--- src/design/wwh_pkg.sv ---
// shared types, constants and helpers for the whitespace word hash tokenizer
package wwh_pkg;

  // fnv-1a constants
  localparam logic [31:0] FNV_BASIS = 32'd2166136261;
  localparam logic [31:0] FNV_PRIME = 32'd16777619;

  // token numbers
  localparam logic [21:0] WORD_BASE = 22'd10;
  localparam logic [21:0] NL_TOKEN  = 22'd13;
  localparam logic [21:0] EOS_TOKEN = 22'd2;

  // vocabulary clamp limits
  localparam logic [22:0] VOCAB_MIN = 23'd11;
  localparam logic [22:0] VOCAB_MAX = 23'd4194304;

  // separator bytes
  localparam logic [7:0] BYTE_SPACE = 8'h20;
  localparam logic [7:0] BYTE_NL    = 8'h0A;
  localparam logic [7:0] BYTE_CR    = 8'h0D;
  localparam logic [7:0] BYTE_TAB   = 8'h09;

  // configuration reset values and port width
  localparam logic [22:0] VOCAB_RESET = 23'd32000;
  localparam logic [15:0] MAX_RESET   = 16'd512;
  localparam int          CFG_DATA_W  = 23;

  // default depth of the command queue
  localparam int QUEUE_DEPTH_DEF = 4;

  // configuration register indexes
  typedef enum logic [1:0] {
    CFG_VOCAB_SIZE = 2'd0,
    CFG_MAX_TOKENS = 2'd1,
    CFG_ADD_EOS    = 2'd2
  } cfg_index_t;

  // result slots produced by one request, in output order
  localparam int SLOT_WORD  = 0;
  localparam int SLOT_NL    = 1;
  localparam int SLOT_EOS   = 2;
  localparam int SLOT_EMPTY = 3;
  localparam int SLOT_N     = 4;

  // input request
  typedef struct packed {
    logic [7:0] text_byte;
    logic       byte_valid;
    logic       end_of_text;
  } in_item_t;

  // result item
  typedef struct packed {
    logic [21:0] token_id;
    logic        token_valid;
    logic        run_last;
    logic        text_done;
    logic [15:0] token_count;
  } out_item_t;

  // command from front to back
  typedef struct packed {
    logic        is_word;
    logic [31:0] value;
    logic        token_valid;
    logic        run_last;
    logic        text_done;
    logic [15:0] token_count;
  } cmd_t;

  // back end sequencer states
  typedef enum logic [1:0] {
    B_IDLE,
    B_DIV,
    B_DONE
  } back_state_t;

  // word separator test
  function automatic logic is_space(input logic [7:0] b);
    is_space = (b == BYTE_SPACE) || (b == BYTE_NL) || (b == BYTE_CR) || (b == BYTE_TAB);
  endfunction

endpackage

--- src/design/wwh_queue.sv ---
// small command queue between the front and back ends
module wwh_queue #(
  parameter int DEPTH = wwh_pkg::QUEUE_DEPTH_DEF
) (
  input  logic          clk,
  input  logic          rst_n,
  input  logic          wr_en,
  input  wwh_pkg::cmd_t wr_data,
  output logic          full,
  input  logic          rd_en,
  output wwh_pkg::cmd_t rd_data,
  output logic          empty
);

  localparam int PW = (DEPTH > 1) ? $clog2(DEPTH) : 1;
  localparam int CW = $clog2(DEPTH + 1);
  localparam logic [PW-1:0] PTR_LAST = PW'(DEPTH - 1);
  localparam logic [CW-1:0] CNT_FULL = CW'(DEPTH);

  wwh_pkg::cmd_t mem_r [DEPTH];
  logic [PW-1:0] wr_ptr_r, wr_ptr_nxt;
  logic [PW-1:0] rd_ptr_r, rd_ptr_nxt;
  logic [CW-1:0] cnt_r, cnt_nxt;

  assign full    = (cnt_r == CNT_FULL);
  assign empty   = (cnt_r == '0);
  assign rd_data = mem_r[rd_ptr_r];

  // pointer and fill count update
  always_comb begin
    wr_ptr_nxt = wr_ptr_r;
    rd_ptr_nxt = rd_ptr_r;
    cnt_nxt    = cnt_r;
    if (wr_en) begin
      wr_ptr_nxt = (wr_ptr_r == PTR_LAST) ? '0 : wr_ptr_r + 1'b1;
    end
    if (rd_en) begin
      rd_ptr_nxt = (rd_ptr_r == PTR_LAST) ? '0 : rd_ptr_r + 1'b1;
    end
    if (wr_en && !rd_en) begin
      cnt_nxt = cnt_r + 1'b1;
    end else if (!wr_en && rd_en) begin
      cnt_nxt = cnt_r - 1'b1;
    end
  end

  always_ff @(posedge clk) begin
    if (!rst_n) begin
      wr_ptr_r <= '0;
      rd_ptr_r <= '0;
      cnt_r    <= '0;
    end else begin
      wr_ptr_r <= wr_ptr_nxt;
      rd_ptr_r <= rd_ptr_nxt;
      cnt_r    <= cnt_nxt;
    end
  end

  // entry storage
  always_ff @(posedge clk) begin
    if (wr_en) begin
      mem_r[wr_ptr_r] <= wr_data;
    end
  end

  // no overflow or underflow
  a_no_overflow: assert property (@(posedge clk) disable iff (!rst_n) wr_en |-> !full)
    else $error("queue written while full");
  a_no_underflow: assert property (@(posedge clk) disable iff (!rst_n) rd_en |-> !empty)
    else $error("queue read while empty");

endmodule

--- src/design/wwh_front.sv ---
// front end: takes requests, hashes words, tracks the token limit, issues commands
module wwh_front (
  input  logic              clk,
  input  logic              rst_n,
  input  logic              in_valid,
  output logic              in_ready,
  input  wwh_pkg::in_item_t in_data,
  input  logic [15:0]       max_tokens,
  input  logic              add_eos,
  output logic              q_wr_en,
  output wwh_pkg::cmd_t     q_wr_data,
  input  logic              q_full
);

  // text state
  logic [31:0] hash_r, hash_nxt;
  logic        pending_r, pending_nxt;
  logic [15:0] cnt_r, cnt_nxt;
  logic        lim_r, lim_nxt;

  // commands still to issue for the last request
  logic [wwh_pkg::SLOT_N-1:0] pend_r, pend_nxt;
  logic [31:0] cmd_hash_r, cmd_hash_nxt;
  logic [15:0] cnt_word_r, cnt_word_nxt;
  logic [15:0] cnt_nl_r, cnt_nl_nxt;
  logic [15:0] cnt_end_r, cnt_end_nxt;
  logic        eot_r, eot_nxt;

  logic        accept;
  logic        is_sp, is_nl, drop, byte_ok, word_byte;
  logic [16:0] cnt_inc;
  logic        emit_w1, emit_nl, emit_w2, emit_eos, emit_empty;
  logic [15:0] cnt_a, cnt_b, cnt_c, cnt_d;
  logic [31:0] hash_mul, hash_a;
  logic        pend_a, lim_a;
  logic [wwh_pkg::SLOT_N-1:0] sel, pend_left;

  assign in_ready = (pend_r == '0);
  assign accept   = in_valid && in_ready;

  // byte classification and limit checks
  always_comb begin
    is_sp     = wwh_pkg::is_space(in_data.text_byte);
    is_nl     = (in_data.text_byte == wwh_pkg::BYTE_NL);
    cnt_inc   = {1'b0, cnt_r} + 17'd1;
    drop      = lim_r || (cnt_inc >= {1'b0, max_tokens});
    byte_ok   = in_data.byte_valid && !drop;
    word_byte = byte_ok && !is_sp;
    hash_mul  = 32'((hash_r ^ {24'd0, in_data.text_byte}) * wwh_pkg::FNV_PRIME);

    emit_w1 = byte_ok && is_sp && pending_r;
    cnt_a   = cnt_r + {15'd0, emit_w1};
    emit_nl = byte_ok && is_nl && (cnt_a < max_tokens);
    cnt_b   = cnt_a + {15'd0, emit_nl};

    if (word_byte) begin
      hash_a = hash_mul;
      pend_a = 1'b1;
    end else if (byte_ok) begin
      hash_a = wwh_pkg::FNV_BASIS;
      pend_a = 1'b0;
    end else begin
      hash_a = hash_r;
      pend_a = pending_r;
    end
    lim_a = lim_r || (in_data.byte_valid && drop);

    emit_w2    = in_data.end_of_text && pend_a && !lim_a
                 && (({1'b0, cnt_b} + 17'd1) < {1'b0, max_tokens});
    cnt_c      = cnt_b + {15'd0, emit_w2};
    emit_eos   = in_data.end_of_text && add_eos && (cnt_c < max_tokens);
    cnt_d      = cnt_c + {15'd0, emit_eos};
    emit_empty = in_data.end_of_text && !(emit_w1 || emit_nl || emit_w2 || emit_eos);
  end

  // lowest pending slot goes out first
  always_comb begin
    sel = pend_r & (~pend_r + 1'b1);
    pend_left = pend_r & ~sel;
    q_wr_en = (pend_r != '0) && !q_full;
    q_wr_data.is_word     = sel[wwh_pkg::SLOT_WORD];
    q_wr_data.token_valid = !sel[wwh_pkg::SLOT_EMPTY];
    q_wr_data.run_last    = (pend_left == '0);
    q_wr_data.text_done   = (pend_left == '0) && eot_r;
    if (sel[wwh_pkg::SLOT_WORD]) begin
      q_wr_data.value       = cmd_hash_r;
      q_wr_data.token_count = cnt_word_r;
    end else if (sel[wwh_pkg::SLOT_NL]) begin
      q_wr_data.value       = {10'd0, wwh_pkg::NL_TOKEN};
      q_wr_data.token_count = cnt_nl_r;
    end else if (sel[wwh_pkg::SLOT_EOS]) begin
      q_wr_data.value       = {10'd0, wwh_pkg::EOS_TOKEN};
      q_wr_data.token_count = cnt_end_r;
    end else begin
      q_wr_data.value       = '0;
      q_wr_data.token_count = cnt_end_r;
    end
  end

  // next text state and command slots
  always_comb begin
    hash_nxt     = hash_r;
    pending_nxt  = pending_r;
    cnt_nxt      = cnt_r;
    lim_nxt      = lim_r;
    pend_nxt     = pend_r;
    cmd_hash_nxt = cmd_hash_r;
    cnt_word_nxt = cnt_word_r;
    cnt_nl_nxt   = cnt_nl_r;
    cnt_end_nxt  = cnt_end_r;
    eot_nxt      = eot_r;
    if (q_wr_en) begin
      pend_nxt = pend_left;
    end
    if (accept) begin
      pend_nxt[wwh_pkg::SLOT_WORD]  = emit_w1 || emit_w2;
      pend_nxt[wwh_pkg::SLOT_NL]    = emit_nl;
      pend_nxt[wwh_pkg::SLOT_EOS]   = emit_eos;
      pend_nxt[wwh_pkg::SLOT_EMPTY] = emit_empty;
      cmd_hash_nxt = emit_w1 ? hash_r : hash_a;
      cnt_word_nxt = emit_w1 ? cnt_a : cnt_c;
      cnt_nl_nxt   = cnt_b;
      cnt_end_nxt  = cnt_d;
      eot_nxt      = in_data.end_of_text;
      if (in_data.end_of_text) begin
        hash_nxt    = wwh_pkg::FNV_BASIS;
        pending_nxt = 1'b0;
        cnt_nxt     = '0;
        lim_nxt     = 1'b0;
      end else begin
        hash_nxt    = hash_a;
        pending_nxt = pend_a;
        cnt_nxt     = cnt_b;
        lim_nxt     = lim_a;
      end
    end
  end

  always_ff @(posedge clk) begin
    if (!rst_n) begin
      hash_r    <= wwh_pkg::FNV_BASIS;
      pending_r <= 1'b0;
      cnt_r     <= '0;
      lim_r     <= 1'b0;
      pend_r    <= '0;
      eot_r     <= 1'b0;
    end else begin
      hash_r    <= hash_nxt;
      pending_r <= pending_nxt;
      cnt_r     <= cnt_nxt;
      lim_r     <= lim_nxt;
      pend_r    <= pend_nxt;
      eot_r     <= eot_nxt;
    end
  end

  // command payload
  always_ff @(posedge clk) begin
    cmd_hash_r <= cmd_hash_nxt;
    cnt_word_r <= cnt_word_nxt;
    cnt_nl_r   <= cnt_nl_nxt;
    cnt_end_r  <= cnt_end_nxt;
  end

  // end of text leaves the text state cleared
  a_eot_clears: assert property (@(posedge clk) disable iff (!rst_n)
    (pend_r != '0) && eot_r |-> !pending_r && (cnt_r == '0) && !lim_r)
    else $error("text state not cleared after end of text");

endmodule

--- src/design/wwh_back.sv ---
// back end: reduces word hashes modulo the vocabulary span and drives the results
module wwh_back (
  input  logic               clk,
  input  logic               rst_n,
  input  logic               q_empty,
  input  wwh_pkg::cmd_t      q_rd_data,
  output logic               q_rd_en,
  input  logic [22:0]        vocab_size,
  output logic               out_valid,
  input  logic               out_ready,
  output wwh_pkg::out_item_t out_data
);

  wwh_pkg::back_state_t state_r, state_nxt;
  wwh_pkg::cmd_t        cmd_r;
  logic [31:0]          dvd_r;
  logic [21:0]          rem_r, rem_nxt;
  logic [21:0]          d_r, d_nxt;
  logic [4:0]           step_r;
  logic                 out_valid_r, out_valid_nxt;
  wwh_pkg::out_item_t   out_data_r, out_data_nxt;

  logic       load_out, div_step, last_step;
  logic [22:0] vclamp, trial;

  assign last_step = (step_r == 5'd31);

  // divisor from the clamped vocabulary size
  always_comb begin
    if (vocab_size < wwh_pkg::VOCAB_MIN) begin
      vclamp = wwh_pkg::VOCAB_MIN;
    end else if (vocab_size > wwh_pkg::VOCAB_MAX) begin
      vclamp = wwh_pkg::VOCAB_MAX;
    end else begin
      vclamp = vocab_size;
    end
    d_nxt = 22'(vclamp - {1'b0, wwh_pkg::WORD_BASE});
  end

  // one restoring division step
  always_comb begin
    trial   = {rem_r, dvd_r[31]};
    rem_nxt = (trial >= {1'b0, d_r}) ? 22'(trial - {1'b0, d_r}) : trial[21:0];
  end

  // next state
  always_comb begin
    state_nxt = state_r;
    case (state_r)
      wwh_pkg::B_IDLE: begin
        if (!q_empty) begin
          state_nxt = q_rd_data.is_word ? wwh_pkg::B_DIV : wwh_pkg::B_DONE;
        end
      end
      wwh_pkg::B_DIV: begin
        if (last_step) begin
          state_nxt = wwh_pkg::B_DONE;
        end
      end
      wwh_pkg::B_DONE: begin
        if (!out_valid_r || out_ready) begin
          state_nxt = wwh_pkg::B_IDLE;
        end
      end
      default: state_nxt = wwh_pkg::B_IDLE;
    endcase
  end

  // sequencer outputs
  always_comb begin
    q_rd_en  = 1'b0;
    div_step = 1'b0;
    load_out = 1'b0;
    case (state_r)
      wwh_pkg::B_IDLE: q_rd_en  = !q_empty;
      wwh_pkg::B_DIV:  div_step = 1'b1;
      wwh_pkg::B_DONE: load_out = !out_valid_r || out_ready;
      default: ;
    endcase
  end

  // output register
  always_comb begin
    out_valid_nxt = out_valid_r;
    out_data_nxt  = out_data_r;
    if (out_valid_r && out_ready) begin
      out_valid_nxt = 1'b0;
    end
    if (load_out) begin
      out_valid_nxt            = 1'b1;
      out_data_nxt.token_valid = cmd_r.token_valid;
      out_data_nxt.run_last    = cmd_r.run_last;
      out_data_nxt.text_done   = cmd_r.text_done;
      out_data_nxt.token_count = cmd_r.token_count;
      if (cmd_r.is_word) begin
        out_data_nxt.token_id = rem_r + wwh_pkg::WORD_BASE;
      end else begin
        out_data_nxt.token_id = cmd_r.value[21:0];
      end
    end
  end

  always_ff @(posedge clk) begin
    if (!rst_n) begin
      state_r     <= wwh_pkg::B_IDLE;
      out_valid_r <= 1'b0;
    end else begin
      state_r     <= state_nxt;
      out_valid_r <= out_valid_nxt;
    end
  end

  // command and divider datapath
  always_ff @(posedge clk) begin
    out_data_r <= out_data_nxt;
    if (q_rd_en) begin
      cmd_r  <= q_rd_data;
      dvd_r  <= q_rd_data.value;
      rem_r  <= '0;
      d_r    <= d_nxt;
      step_r <= '0;
    end else if (div_step) begin
      rem_r  <= rem_nxt;
      dvd_r  <= {dvd_r[30:0], 1'b0};
      step_r <= step_r + 1'b1;
    end
  end

  assign out_valid = out_valid_r;
  assign out_data  = out_data_r;

  // remainder stays below the divisor and only words divide
  a_rem_below_div: assert property (@(posedge clk) disable iff (!rst_n)
    (state_r == wwh_pkg::B_DIV) |-> (rem_r < d_r))
    else $error("remainder not below divisor");
  a_div_only_words: assert property (@(posedge clk) disable iff (!rst_n)
    (state_r == wwh_pkg::B_DIV) |-> cmd_r.is_word)
    else $error("division started for a fixed token");

endmodule

--- src/design/whitespace_word_hash_tokenizer.sv ---
// Fixed tokens (newline, end, empty end) skip the divider; a word token passes the 32-step
// bit-serial modulo in the back end.
// Flow: the front end takes a new request only once every command of the last one is queued,
// and the back end works one command at a time, word tokens through the divider loop.
// Reset: synchronous active-low; configuration returns to 32000 / 512 / 0 and text state
// clears at once, no clearing pass.
module whitespace_word_hash_tokenizer #(
  parameter int QUEUE_DEPTH = wwh_pkg::QUEUE_DEPTH_DEF
) (
  input  logic                              clk,
  input  logic                              rst_n,
  input  logic                              in_valid,
  output logic                              in_ready,
  input  wwh_pkg::in_item_t                 in_data,
  output logic                              out_valid,
  input  logic                              out_ready,
  output wwh_pkg::out_item_t                out_data,
  input  logic                              cfg_we,
  input  logic [1:0]                        cfg_index,
  input  logic [wwh_pkg::CFG_DATA_W-1:0]    cfg_wdata
);

  logic [22:0] vocab_r, vocab_nxt;
  logic [15:0] max_r, max_nxt;
  logic        eos_r, eos_nxt;

  logic          q_wr_en, q_full, q_rd_en, q_empty;
  wwh_pkg::cmd_t q_wr_data, q_rd_data;

  // configuration register writes
  always_comb begin
    vocab_nxt = vocab_r;
    max_nxt   = max_r;
    eos_nxt   = eos_r;
    if (cfg_we) begin
      case (cfg_index)
        wwh_pkg::CFG_VOCAB_SIZE: vocab_nxt = cfg_wdata[22:0];
        wwh_pkg::CFG_MAX_TOKENS: max_nxt   = cfg_wdata[15:0];
        wwh_pkg::CFG_ADD_EOS:    eos_nxt   = cfg_wdata[0];
        default: ;
      endcase
    end
  end

  always_ff @(posedge clk) begin
    if (!rst_n) begin
      vocab_r <= wwh_pkg::VOCAB_RESET;
      max_r   <= wwh_pkg::MAX_RESET;
      eos_r   <= 1'b0;
    end else begin
      vocab_r <= vocab_nxt;
      max_r   <= max_nxt;
      eos_r   <= eos_nxt;
    end
  end

  // request intake and word hashing
  wwh_front u_front (
    .clk        (clk),
    .rst_n      (rst_n),
    .in_valid   (in_valid),
    .in_ready   (in_ready),
    .in_data    (in_data),
    .max_tokens (max_r),
    .add_eos    (eos_r),
    .q_wr_en    (q_wr_en),
    .q_wr_data  (q_wr_data),
    .q_full     (q_full)
  );

  // command queue
  wwh_queue #(
    .DEPTH (QUEUE_DEPTH)
  ) u_queue (
    .clk     (clk),
    .rst_n   (rst_n),
    .wr_en   (q_wr_en),
    .wr_data (q_wr_data),
    .full    (q_full),
    .rd_en   (q_rd_en),
    .rd_data (q_rd_data),
    .empty   (q_empty)
  );

  // token reduction and result output
  wwh_back u_back (
    .clk        (clk),
    .rst_n      (rst_n),
    .q_empty    (q_empty),
    .q_rd_data  (q_rd_data),
    .q_rd_en    (q_rd_en),
    .vocab_size (vocab_r),
    .out_valid  (out_valid),
    .out_ready  (out_ready),
    .out_data   (out_data)
  );

endmodule

--- config.mk ---
export PLATFORM = sky130hd
export DESIGN_NAME = whitespace_word_hash_tokenizer
export DESIGN_NICKNAME = d
export VERILOG_FILES = /design/src/design/wwh_pkg.sv /design/src/design/wwh_queue.sv /design/src/design/wwh_front.sv /design/src/design/wwh_back.sv /design/src/design/whitespace_word_hash_tokenizer.sv
export SDC_FILE = /design/constraint.sdc
export NUM_CORES = 1
export LEC_CHECK = 0
export ABC_AREA = 1
export BUFFER_PORTS_ARGS = -buffer_cell sky130_fd_sc_hd__clkbuf_2
export CAP_MARGIN = 30
export CORE_UTILIZATION = 44
export CTS_CLUSTER_DIAMETER = 100
export DETAILED_ROUTE_END_ITERATION = 7
export PLACE_DENSITY = 0.63
export REMOVE_ABC_BUFFERS = 1
export SLEW_MARGIN = 20
export SYNTH_ARGS = -nofsm -noshare
export SYNTH_HDL_FRONTEND = slang
export SYNTH_SLANG_ARGS = --single-unit
--- constraint.sdc ---
create_clock -name clk -period 12.6 [get_ports clk]
set_input_delay 2.52 -clock clk [delete_from_list [all_inputs] [get_ports clk]]
set_output_delay 2.52 -clock clk [all_outputs]
set_load 0.03 [all_outputs]
---- After elaboration in Yosys (flattened, before gate mapping) ----
Memory sizes are Yosys's and may differ from the RTL's. A register that Yosys moved wholly into a read port is not among the register bits.
Cells that the tools add are included.
Widths: inputs -> output; s select.
storage, ports and cells
  logic and storage cells ................. 171
  RAM bits ................................ 208
  output and inout bits ................... 43
  memories ................................ 1
  input port bits ......................... 40
  flip-flop bits (word level) ............. 349
memory list
  memory         words  width  read ports  clocked after Yosys merged registers in  write ports  RTL line         source
  u_queue.mem_r  4      52     1           1                                        1            wwh_queue.sv:20  wwh_pkg::cmd_t mem_r [DEPTH];
operators by class
  add/sub/neg operators ................... 15
  $lt $le $gt $ge ......................... 7
  equality and inequality tests ........... 15
  reduce and logical (&&, ||, !) cells .... 53
  bitwise gates (word level) .............. 5
  multiplexer cells ....................... 41
  multipliers ............................. 1
operators by type and width
  kind                    number
  $mux 32                 8
  $mux 22                 4
  $add 16x1->16           4
  $mux 16                 4
  $add 16x1->17 const B   2
  $lt 16x16->1            2
  $mul 32x25->32 const B  1
  $xor 32x8->32           1
  $eq 8x4->1 const B      3
  $ge 23x22->1            1
  $gt 23x23->1 const B    1
  $lt 23x4->1 const B     1
  $add 22x4->22 const B   1
  $sub 22x22->22          1
  $sub 22x4->22 const B   1
  $logic_and 1x1->1       19
  $mux 2                  9
  $ge 17x16->1            1
  $lt 17x16->1            1
  $mux 1                  11
  $logic_not 1->1         10
  $logic_or 1x1->1        10
  $and 4x4->4             2
  $eq 2x2->1 const B      4
  other kinds (22)        35

---- Depth between registers and ports, before layout ----
Gate-level depths: netlist of the first run.
  depth after elaboration ................. 21
  mapped depth ............................ 96
  gate-level depth less buffers ........... 95

---- Hierarchy ----
A second synthesis of the first run with hierarchy kept.
second synthesis, totals
  cell total of the unflattened synthesis .. 3902
  area total of the unflattened synthesis .. 34540.6 um^2
modules (own cells, without submodules)
  module                          times used  area an instance (um^2)  cells an instance
  wwh_front                       1           15992.8                  2106
  wwh_back                        1           8687.1                   987
  wwh_queue                       1           8144.1                   561
  whitespace_word_hash_tokenizer  1           1716.6                   248

---- Worst setup path before layout of the first run ----
OpenSTA, ideal clock, no wires.
  path kind ............................... input port to flip-flop
  start point ............................. in in_data[9] in the netlist's numbering
  end point ............................... reg u_front.cnt_end_r[12] (data pin)
  cell stages on the path ................. 76
  data arrival time ....................... 11546 ps
  setup slack ............................. 800 ps
  library setup time ...................... 254 ps
  cells stage by stage .................... nor2_1 -> nand2_1 -> o21ai_0 -> nand2_1 -> nand2_1 -> nand3_2 -> clkinv_1 -> ha_1 -> ha_1 -> buf_4 -> nand3_1 -> clkinv_2 -> nand3_1 -> nand2_1 -> nand2_1 -> ha_1 -> a21oi_1 -> nor2_1 -> (+40 left out) -> nor2_1 -> nand2_1 -> o2111ai_1 -> a211oi_1 -> ha_1 -> ha_1 -> nand2_1 -> nor2_1 -> nand2_1 -> nor2_1 -> nand2_1 -> nor2_2 -> nand2_2 -> nor2_4 -> nand2_1 -> nor2_4 -> xor2_1 -> inv_1
on the way
  cells in the longest elaborated chain, start to end .. 17
  elaborated cells on any way between the ends .. 26
  classes of those cells .................. 5 x add/sub; 3 x order compare; 4 x eq/ne; 1 x mux; 13 x reduce/logical
RTL lines
  what                                      RTL line                              source
  start, declared                           whitespace_word_hash_tokenizer.sv:14  input wwh_pkg::in_item_t in_data,
  $eq 8x6->1 or $eq 8x4->1 (tied branches)  wwh_pkg.sv:80, wwh_front.sv:44
  $logic_or 1x1->1 (3 in series)            wwh_pkg.sv:80                         is_space = (b == BYTE_SPACE) || (b == BYTE_NL) || (b == BYTE_CR) || (b == BYTE_TAB);
  $logic_and 1x1->1 (2 in series)           wwh_front.sv:51                       emit_w1 = byte_ok && is_sp && pending_r;
  $add 16x1->16                             wwh_front.sv:52                       cnt_a = cnt_r + {15'd0, emit_w1};
  $lt 16x16->1                              wwh_front.sv:53                       emit_nl = byte_ok && is_nl && (cnt_a < max_tokens);
  $logic_and 1x1->1                         wwh_front.sv:53
  $add 16x1->16                             wwh_front.sv:54                       cnt_b = cnt_a + {15'd0, emit_nl};
  $add 16x1->17                             wwh_front.sv:69                       && (({1'b0, cnt_b} + 17'd1) < {1'b0, max_tokens});
  $lt 17x16->1                              wwh_front.sv:69
  $logic_and 1x1->1                         wwh_front.sv:69
  $add 16x1->16 (*)                         wwh_front.sv:70                       cnt_c = cnt_b + {15'd0, emit_w2};
  $lt 16x16->1                              wwh_front.sv:71                       emit_eos = in_data.end_of_text && add_eos && (cnt_c < max_tokens);
  $logic_and 1x1->1                         wwh_front.sv:71
  $add 16x1->16 (*)                         wwh_front.sv:72                       cnt_d = cnt_c + {15'd0, emit_eos};
  net u_front.cnt_d[12]                     wwh_front.sv:33                       logic [15:0] cnt_a, cnt_b, cnt_c, cnt_d;
  end signal, assigned                      wwh_front.sv:162                      cnt_end_r <= cnt_end_nxt;
  end, declared                             wwh_front.sv:26                       logic [15:0] cnt_end_r, cnt_end_nxt;
The timed path passes the listed nets; every way through them passes the cells marked *.
A chain may end at the register's enable or synchronous reset.

---- Worst setup path after layout of the first run ----
  start point ............................. in in_data[9] in the netlist's numbering
  end point ............................... reg u_front.cnt_end_r[12] (data pin)
on the way
  cells in the longest elaborated chain, start to end .. 17
  elaborated cells on any way between the ends .. 26
  classes of those cells .................. 5 x add/sub; 3 x order compare; 4 x eq/ne; 1 x mux; 13 x reduce/logical
RTL lines
  what                                      RTL line
  $eq 8x6->1 or $eq 8x4->1 (tied branches)  wwh_pkg.sv:80, wwh_front.sv:44
  $logic_or 1x1->1 (3 in series)            wwh_pkg.sv:80
  $logic_and 1x1->1 (2 in series)           wwh_front.sv:51
  $add 16x1->16                             wwh_front.sv:52
  $lt 16x16->1                              wwh_front.sv:53
  $logic_and 1x1->1                         wwh_front.sv:53
  $add 16x1->16 (*)                         wwh_front.sv:54
  net u_front.cnt_b[6]                      wwh_front.sv:33
  $add 16x1->17                             wwh_front.sv:69
  $lt 17x16->1                              wwh_front.sv:69
  $logic_and 1x1->1                         wwh_front.sv:69
  $add 16x1->16 (*)                         wwh_front.sv:70
  $lt 16x16->1                              wwh_front.sv:71
  $logic_and 1x1->1                         wwh_front.sv:71
  $add 16x1->16 (*)                         wwh_front.sv:72
  net u_front.cnt_d[12]                     wwh_front.sv:33
Marks and branches as above.

==> results of run 1 <==
## cell usage in the layout, fill, tap and decap left out, types with 4 or more instances in the layout
master / count
sky130_fd_sc_hd__o22ai_1: 55
sky130_fd_sc_hd__inv_1: 570
sky130_fd_sc_hd__nor2_1: 331
sky130_fd_sc_hd__o21bai_1: 12
sky130_fd_sc_hd__edfxtp_1: 425
sky130_fd_sc_hd__clkbuf_16: 58
sky130_fd_sc_hd__nand3_1: 118
sky130_fd_sc_hd__o21ai_0: 290
sky130_fd_sc_hd__o211ai_1: 14
sky130_fd_sc_hd__nand2_1: 633
sky130_fd_sc_hd__a22oi_1: 4
sky130_fd_sc_hd__dfxtp_2: 4
sky130_fd_sc_hd__dfxtp_1: 128
sky130_fd_sc_hd__buf_4: 85
sky130_fd_sc_hd__nand3_2: 9
sky130_fd_sc_hd__nand4_1: 40
sky130_fd_sc_hd__clkinv_1: 14
sky130_fd_sc_hd__clkinv_2: 12
sky130_fd_sc_hd__a211oi_1: 5
sky130_fd_sc_hd__nor3_1: 29
sky130_fd_sc_hd__nand3b_1: 4
sky130_fd_sc_hd__clkbuf_2: 82
sky130_fd_sc_hd__o21ai_1: 6
sky130_fd_sc_hd__xor2_1: 84
sky130_fd_sc_hd__a31oi_1: 18
sky130_fd_sc_hd__nor2_4: 20
sky130_fd_sc_hd__xnor2_1: 43
sky130_fd_sc_hd__a21oi_1: 203
sky130_fd_sc_hd__a21o_1: 4
sky130_fd_sc_hd__nor4_1: 9
sky130_fd_sc_hd__clkbuf_1: 16
sky130_fd_sc_hd__fa_1: 76
sky130_fd_sc_hd__nor2_2: 24
sky130_fd_sc_hd__nand2_4: 10
sky130_fd_sc_hd__bufinv_16: 5
sky130_fd_sc_hd__ha_1: 285
sky130_fd_sc_hd__inv_2: 16
sky130_fd_sc_hd__nand2_2: 33
## cell families after synthesis
| logic type | share of synthesized area |
|---|---|
| buffers and inverters | 0.0799 |
| AOI/OAI and AO/OA | 0.103 |
| DFF | 0.464 |
| and+or+nand+nor | 0.165 |
| adders and majority gates | 0.154 |
| xor gates and xnor gates | 0.0334 |
## worst paths after layout
check,startpoint,end,slack (ns),cells past startpoint
worst max-delay path,in_data[9],u_front.cnt_end_r[12],0.98,78
worst min-delay path,u_back.cmd_r[5],u_back.out_data[5],0.41,0
worst min register to register,u_back.cmd_r[5],u_back.out_data[5],0.41,0
worst max register to register,u_front.cnt_r[2],u_front.cnt_end_r[12],1.11,86
## metal layers
metal	GRT usage	vias to the layer above
li1	-	12400
met4	0.0504	0
met1	0.309	11600
met2	0.337	602
met5	0	-
met3	0.0263	120
## critical path: cells and delay by family
kind | cells | cell delay (ns)
AOI/OAI and AO/OA | 6 | 1.03
xor gates and xnor gates | 3 | 0.57
adders and majority gates | 10 | 2.13
buffers and inverters | 10 | 0.94
and+or+nand+nor | 49 | 4.79
## flip-flops by register name (all words and copies together) (netlist names), 23 cells and up, named ones only
name / cells
vocab_r: 23
u_front.cmd_hash_r: 32
u_back.cmd_r: 42
u_back.out_data: 41
u_front.hash_r: 32
u_back.dvd_r: 32
u_queue.mem_r: 208
## repair_timing
action | 4_1_cts | 5_1_grt
gates resized for setup | 0 | 40
setup endpoints to repair | 0 | 12
setup buffers | 0 | 2
## per-stage QoR
stage / instances / TNS, ns
2_1_floorplan: 3552 / 0
3_3_place_gp: 4686 / 0
3_5_place_dp: 4688 / -0.175
4_1_cts: 4795 / 0
5_1_grt: 4800 / -0.0209
6_report: 4800 / 0
## cell type report
type	count	area share
Clock buffer	74	0.0406
Clock inverter	33	0.00891
Inverter	594	0.0602
Multi-Input combinational cell	2399	0.412
Sequential cell	559	0.415
Tap cell	969	0.0326
Timing Repair Buffer	172	0.0299
==> impl_summary.txt, run 1 <==
----------------------------------------------------
[Place]
  Instance area at placement ... 35200 um2
  Number of input and output port buffers inserted ... 82
  Post-placement setup slack ... -0.0996 ns
  HPWL after detailed placement ... 59800 um
  Weighted congestion at the end of routability-driven global placement ... 0.913

[Status]
  Outcome ... completed

[Synth]
  Leading area contributor after synthesis ... sky130_fd_sc_hd__edfxtp_1
  Share of synthesized registers carrying an async set or reset ... 0
  Avg Cell Area, Syn ... 9.10 um2
  Flops & latches, synth ... 559
  Netlist area before placement ... 33300 um2
  Sequential share of the synthesized area ... 0.464
  Cells taking the most area after synthesis ... sky130_fd_sc_hd__edfxtp_1 38%, sky130_fd_sc_hd__ha_1 11%, sky130_fd_sc_hd__dfxtp_1 8.1%
  Most instantiated cells after synthesis ... 637 x sky130_fd_sc_hd__nand2_1, 574 x sky130_fd_sc_hd__inv_1, 425 x sky130_fd_sc_hd__edfxtp_1
  Number of cells produced by synthesis ... 3658
  Number of flops mapped to enable cells by yosys ... 425
  Warning count from the yosys run ... 0
  Number of distinct library cells after synthesis ... 55
  Top cell type's share of synthesized area ... 0.384
  Most used flip-flop cell after synthesis ... sky130_fd_sc_hd__edfxtp_1
  Cell with the most instances after synthesis ... sky130_fd_sc_hd__nand2_1

[CTS]
  Clk slew on worst S/H paths ... 0.06 ns
  Worst-case clock buffer depth ... 3
  Clock tree from TritonCTS ... built
  Number of H-tree levels ... 2
  Master cell of the clock root buffer ... sky130_fd_sc_hd__clkbuf_16
  Hold-fix buffers, CTS ... 0
  Cts bufs inserted ... 57
  Clock insertion delay at the later pin of the skew report ... 0.62 ns
  Sink Count ... 559

[STA]
  Final setup violation count ... 0
  Post-route worst hold slack ... 0.406 ns
  Max-Slew Margin vs Limit ... 0.382
  Min setup slack post-route ... 0.976 ns
  Transition time of the tightest slew-check pin ... 0.924 ns
  Fmax ... 86.0 MHz
  Max-slew violation total from the final report ... 0
  Setup skew after layout ... 0.0333 ns
  Final worst path period share ... 0.923
  Number of hold violations in the final report ... 0
  Final worst path period need ... 11.62 ns

[Detailed routing]
  M1 wire length ... 39000 um
  Number of vias after detailed routing ... 24700
  Number of nets still failing antenna checks after routing ... 0
  Met3 wirelength from detailed routing ... 4100 um
  Detailed-route DRC error count ... 0
  Count of routing violations after the opening detailed-route iteration ... 1632
  Average wire per standard cell ... 16.9 um
  Top routing layer used ... met4
  Per-cell via count in the routed design ... 5.14
  Drt total wl ... 80900 um
  Detailed route wirelength on metal2 ... 36100 um
  First-pass iteration count of the detailed router ... 5

[Worst hold path]
  Type of the most critical hold path ... register to register

[Worst setup path]
  Category of the most critical setup path ... primary input to register
  Top fanout value on the critical path ... 5
  Nature of the critical path startpoint ... primary input
  Arrival time at the worst endpoint ... 11.99 ns
  Delay of the slowest cell on the worst path ... 0.30 ns
  Kind of end point of the critical path ... register
  Cell repeated most along the worst path ... sky130_fd_sc_hd__nand2_1
  Required time at the endpoint of the critical path ... 12.96 ns
  Slowest CP cell ... sky130_fd_sc_hd__ha_1

[Floorplanning]
  Number of ports placed on the die boundary ... 83
  Die height ... 277 um
  Site row count ... 100
  Initial Utilization ... 0.446
  Placeable core region ... 74600 um2
  Die extent in x ... 277 um
  Die area ... 76700 um2

[Global routing]
  Number of global-route vias before repair ... 23800
  Pin count of the biggest net entering global routing ... 81
  Initial antenna violation count ... 0
  Grt ovf ... 0
  First-pass GRT wire length ... 129000 um
  Combined global-route utilization of all metal layers ... 0.212

[Cells and area]
  Nets ... 4188
  Layout cell share with drive strength beyond 1 ... 0.103
  Multi-input logic area ... 15300 um2
  Sequential cell area ... 15500 um2
  Count of antenna diodes in the layout ... 0
  Post-route core utilization ... 0.499
  Total non-filler cell area in the finished layout ... 37200 um2
  Area overhead of the layout relative to synthesis ... 11.8%
  Fillers ... 7035

[Run]
  Max capacitance violation total ... 0

----------------------------------------------------
Power of run 1 is left out: the tool's default activity adds up to more than one toggle a clock period on the data nets, which glitch-free logic cannot reach.
==> inputs of run 2 (changes only) <==
--- a/config.mk
+++ b/config.mk
@@ -9,6 +9,7 @@
 export BUFFER_PORTS_ARGS = -buffer_cell sky130_fd_sc_hd__clkbuf_2
 export CAP_MARGIN = 30
 export CORE_UTILIZATION = 44
+export CTS_BUF_LIST = sky130_fd_sc_hd__clkbuf_2
 export CTS_CLUSTER_DIAMETER = 100
 export DETAILED_ROUTE_END_ITERATION = 7
 export PLACE_DENSITY = 0.63
==> impl_summary.txt, run 2 (synthesis results as in run 1) <==
----------------------------------------------------
[Status]
  Outcome ... completed

[STA]
  Post-route worst hold slack ... 0.386 ns (-0.0201 ns)
  Fmax ... 86.3 MHz (+0.36%)
  Max-Slew Margin vs Limit ... 0.399 (+0.0168)
  Min setup slack post-route ... 1.02 ns (+0.0416 ns)
  Max-slew violation total from the final report ... 0 (unchanged)
  Final worst path period share ... 0.919 (-0.00331)
  Number of hold violations in the final report ... 0 (unchanged)
  Setup skew after layout ... 0.0743 ns (+0.0410 ns)
  Final setup violation count ... 0 (unchanged)
  Setup repair after global routing missed its margin ... true
  Final worst path period need ... 11.58 ns (-0.0416 ns)
  Transition time of the tightest slew-check pin ... 0.899 ns (-0.0251 ns)

[Cells and area]
  Sequential cell area ... 15500 um2 (about the same)
  Area overhead of the layout relative to synthesis ... 10.1%
  Commonest cells after routing, fill and taps aside ... 633 x sky130_fd_sc_hd__nand2_1, 570 x sky130_fd_sc_hd__inv_1, 425 x sky130_fd_sc_hd__edfxtp_1
  Multi-input logic area ... 15300 um2 (-0.24%)
  Layout cell share with drive strength beyond 1 ... 0.138 (+0.0358)
  Nets ... 4276 (+2.1%)
  Max FFs per register ... 208 (unchanged)
  Count of non-filler cells in the finished layout ... 4954 (+3.2%)
  Register with the most flip-flops ... u_queue.mem_r
  Fillers ... 7197 (+2.3%)
  Leading cell type in the layout, fill and taps excluded ... sky130_fd_sc_hd__nand2_1
  Total non-filler cell area in the finished layout ... 36600 um2 (-1.6%)

[Global routing]
  Initial antenna violation count ... 2 (+2)
  First-pass GRT wire length ... 131000 um (+1.3%)
  Number of global-route vias before repair ... 24600 (+3.5%)
  Grt ovf ... 0 (unchanged)
  Pin count of the biggest net entering global routing ... 81 (unchanged)
  Combined global-route utilization of all metal layers ... 0.217 (+0.00498)

[Worst setup path]
  Top fanout value on the critical path ... 7 (+2)
  Kind of end point of the critical path ... register
  Nature of the critical path startpoint ... register
  Arrival time at the worst endpoint ... 12.58 ns (+0.59 ns)
  Slowest CP cell ... sky130_fd_sc_hd__dfxtp_4
  Required time at the endpoint of the critical path ... 13.59 ns (+0.63 ns)
  Cell repeated most along the worst path ... sky130_fd_sc_hd__nand2_1
  Number of cells on the worst reg-to-reg path ... 90 (+4.7%)
  Category of the most critical setup path ... register to register
  Kind of cell adding the most delay to the critical path ... simple AND/OR/NAND/NOR gates
  Levels on crit path ... 90 (+15%)
  Delay of the slowest cell on the worst path ... 0.41 ns (+0.11 ns)
  Number of buffers and inverters on the critical path ... 13 (+3)

[CTS]
  Clock insertion delay at the later pin of the skew report ... 1.28 ns (+0.66 ns)
  Sink Count ... 559 (unchanged)
  Number of H-tree levels ... 4 (+2)
  Clk slew on worst S/H paths ... 0.10 ns (+0.04 ns)
  Worst-case clock buffer depth ... 3 (unchanged)
  Hold-fix buffers, CTS ... 0 (unchanged)
  Clock tree from TritonCTS ... built
  Cts bufs inserted ... 144 (+150%)
  Master cell of the clock root buffer ... sky130_fd_sc_hd__clkbuf_2

[Place]
  Number of cells in the design after placement ... 4688 (unchanged)
  Post-placement setup slack ... -0.0996 ns (unchanged)
  HPWL after detailed placement ... 59800 um (unchanged)
  Number of input and output port buffers inserted ... 82 (unchanged)
  Instance area at placement ... 35200 um2 (unchanged)
  Weighted congestion at the end of routability-driven global placement ... 0.913 (unchanged)

[Floorplanning]
  Die extent in x ... 277 um (unchanged)
  Site row count ... 100 (unchanged)
  Number of ports placed on the die boundary ... 83 (unchanged)
  Initial Utilization ... 0.446 (unchanged)
  Die area ... 76700 um2 (unchanged)
  Placeable core region ... 74600 um2 (unchanged)
  Die height ... 277 um (unchanged)

[Detailed routing]
  Detailed-route DRC error count ... 0 (unchanged)
  Average wire per standard cell ... 16.6 um (-1.6%)
  First-pass iteration count of the detailed router ... 6 (+1)
  Count of routing violations after the opening detailed-route iteration ... 1496 (-8.3%)
  Per-cell via count in the routed design ... 5.07 (-1.4%)
  Drt total wl ... 82200 um (+1.5%)
  Number of nets still failing antenna checks after routing ... 0 (unchanged)
  Number of vias after detailed routing ... 25100 (+1.7%)

[Worst hold path]
  Type of the most critical hold path ... register to register
  Number of cells on the worst hold path ... 0 (unchanged)

[Run]
  Max capacitance violation total ... 0 (unchanged)

----------------------------------------------------
## run 2: path summary, 6_finish.rpt
check | endpoint | slack [ns] | start
setup / recovery | u_front.cnt_end_r[12] | 1.02 | u_front.cnt_r[1]
hold / removal | u_back.out_data[5] | 0.39 | u_back.cmd_r[5]
setup reg to reg | u_front.cnt_end_r[12] | 1.02 | u_front.cnt_r[1]
hold reg to reg | u_back.out_data[5] | 0.39 | u_back.cmd_r[5]
## run 2: what timing repair did
item	in CTS	in global routing
setup endpoints to repair	0	12
buffers inserted	0	3
resized for setup	0	37
## run 2: cell type report
class / count / share of cell area
diodes: 3 / 0.000205
clock buffers: 221 / 0.0302
clock inverters: 36 / 0.00471
inverters: 594 / 0.0612
multi-input cells: 2399 / 0.418
flip-flops and latches: 559 / 0.422
well taps: 969 / 0.0331
repair buffers: 173 / 0.0305
## run 2: layer usage
metal / vias up / wire length, um / global-route usage
li1: 12700 / - / -
met1: 11700 / 39100 / 0.303
met2: 619 / 36400 / 0.337
met3: 135 / 4570 / 0.0412
met4: 0 / 2130 / 0.0776
met5: - / 0 / 0
## run 2: metrics by stage
step / TNS (ns) / utilization
floorplan: 0 / -
global placement: 0 / 0.471
detailed placement: -0.175 / 0.472
CTS: 0 / 0.489
global route: -0.178 / 0.491
finish: 0 / 0.491
Power of run 2 is left out for the same reason.
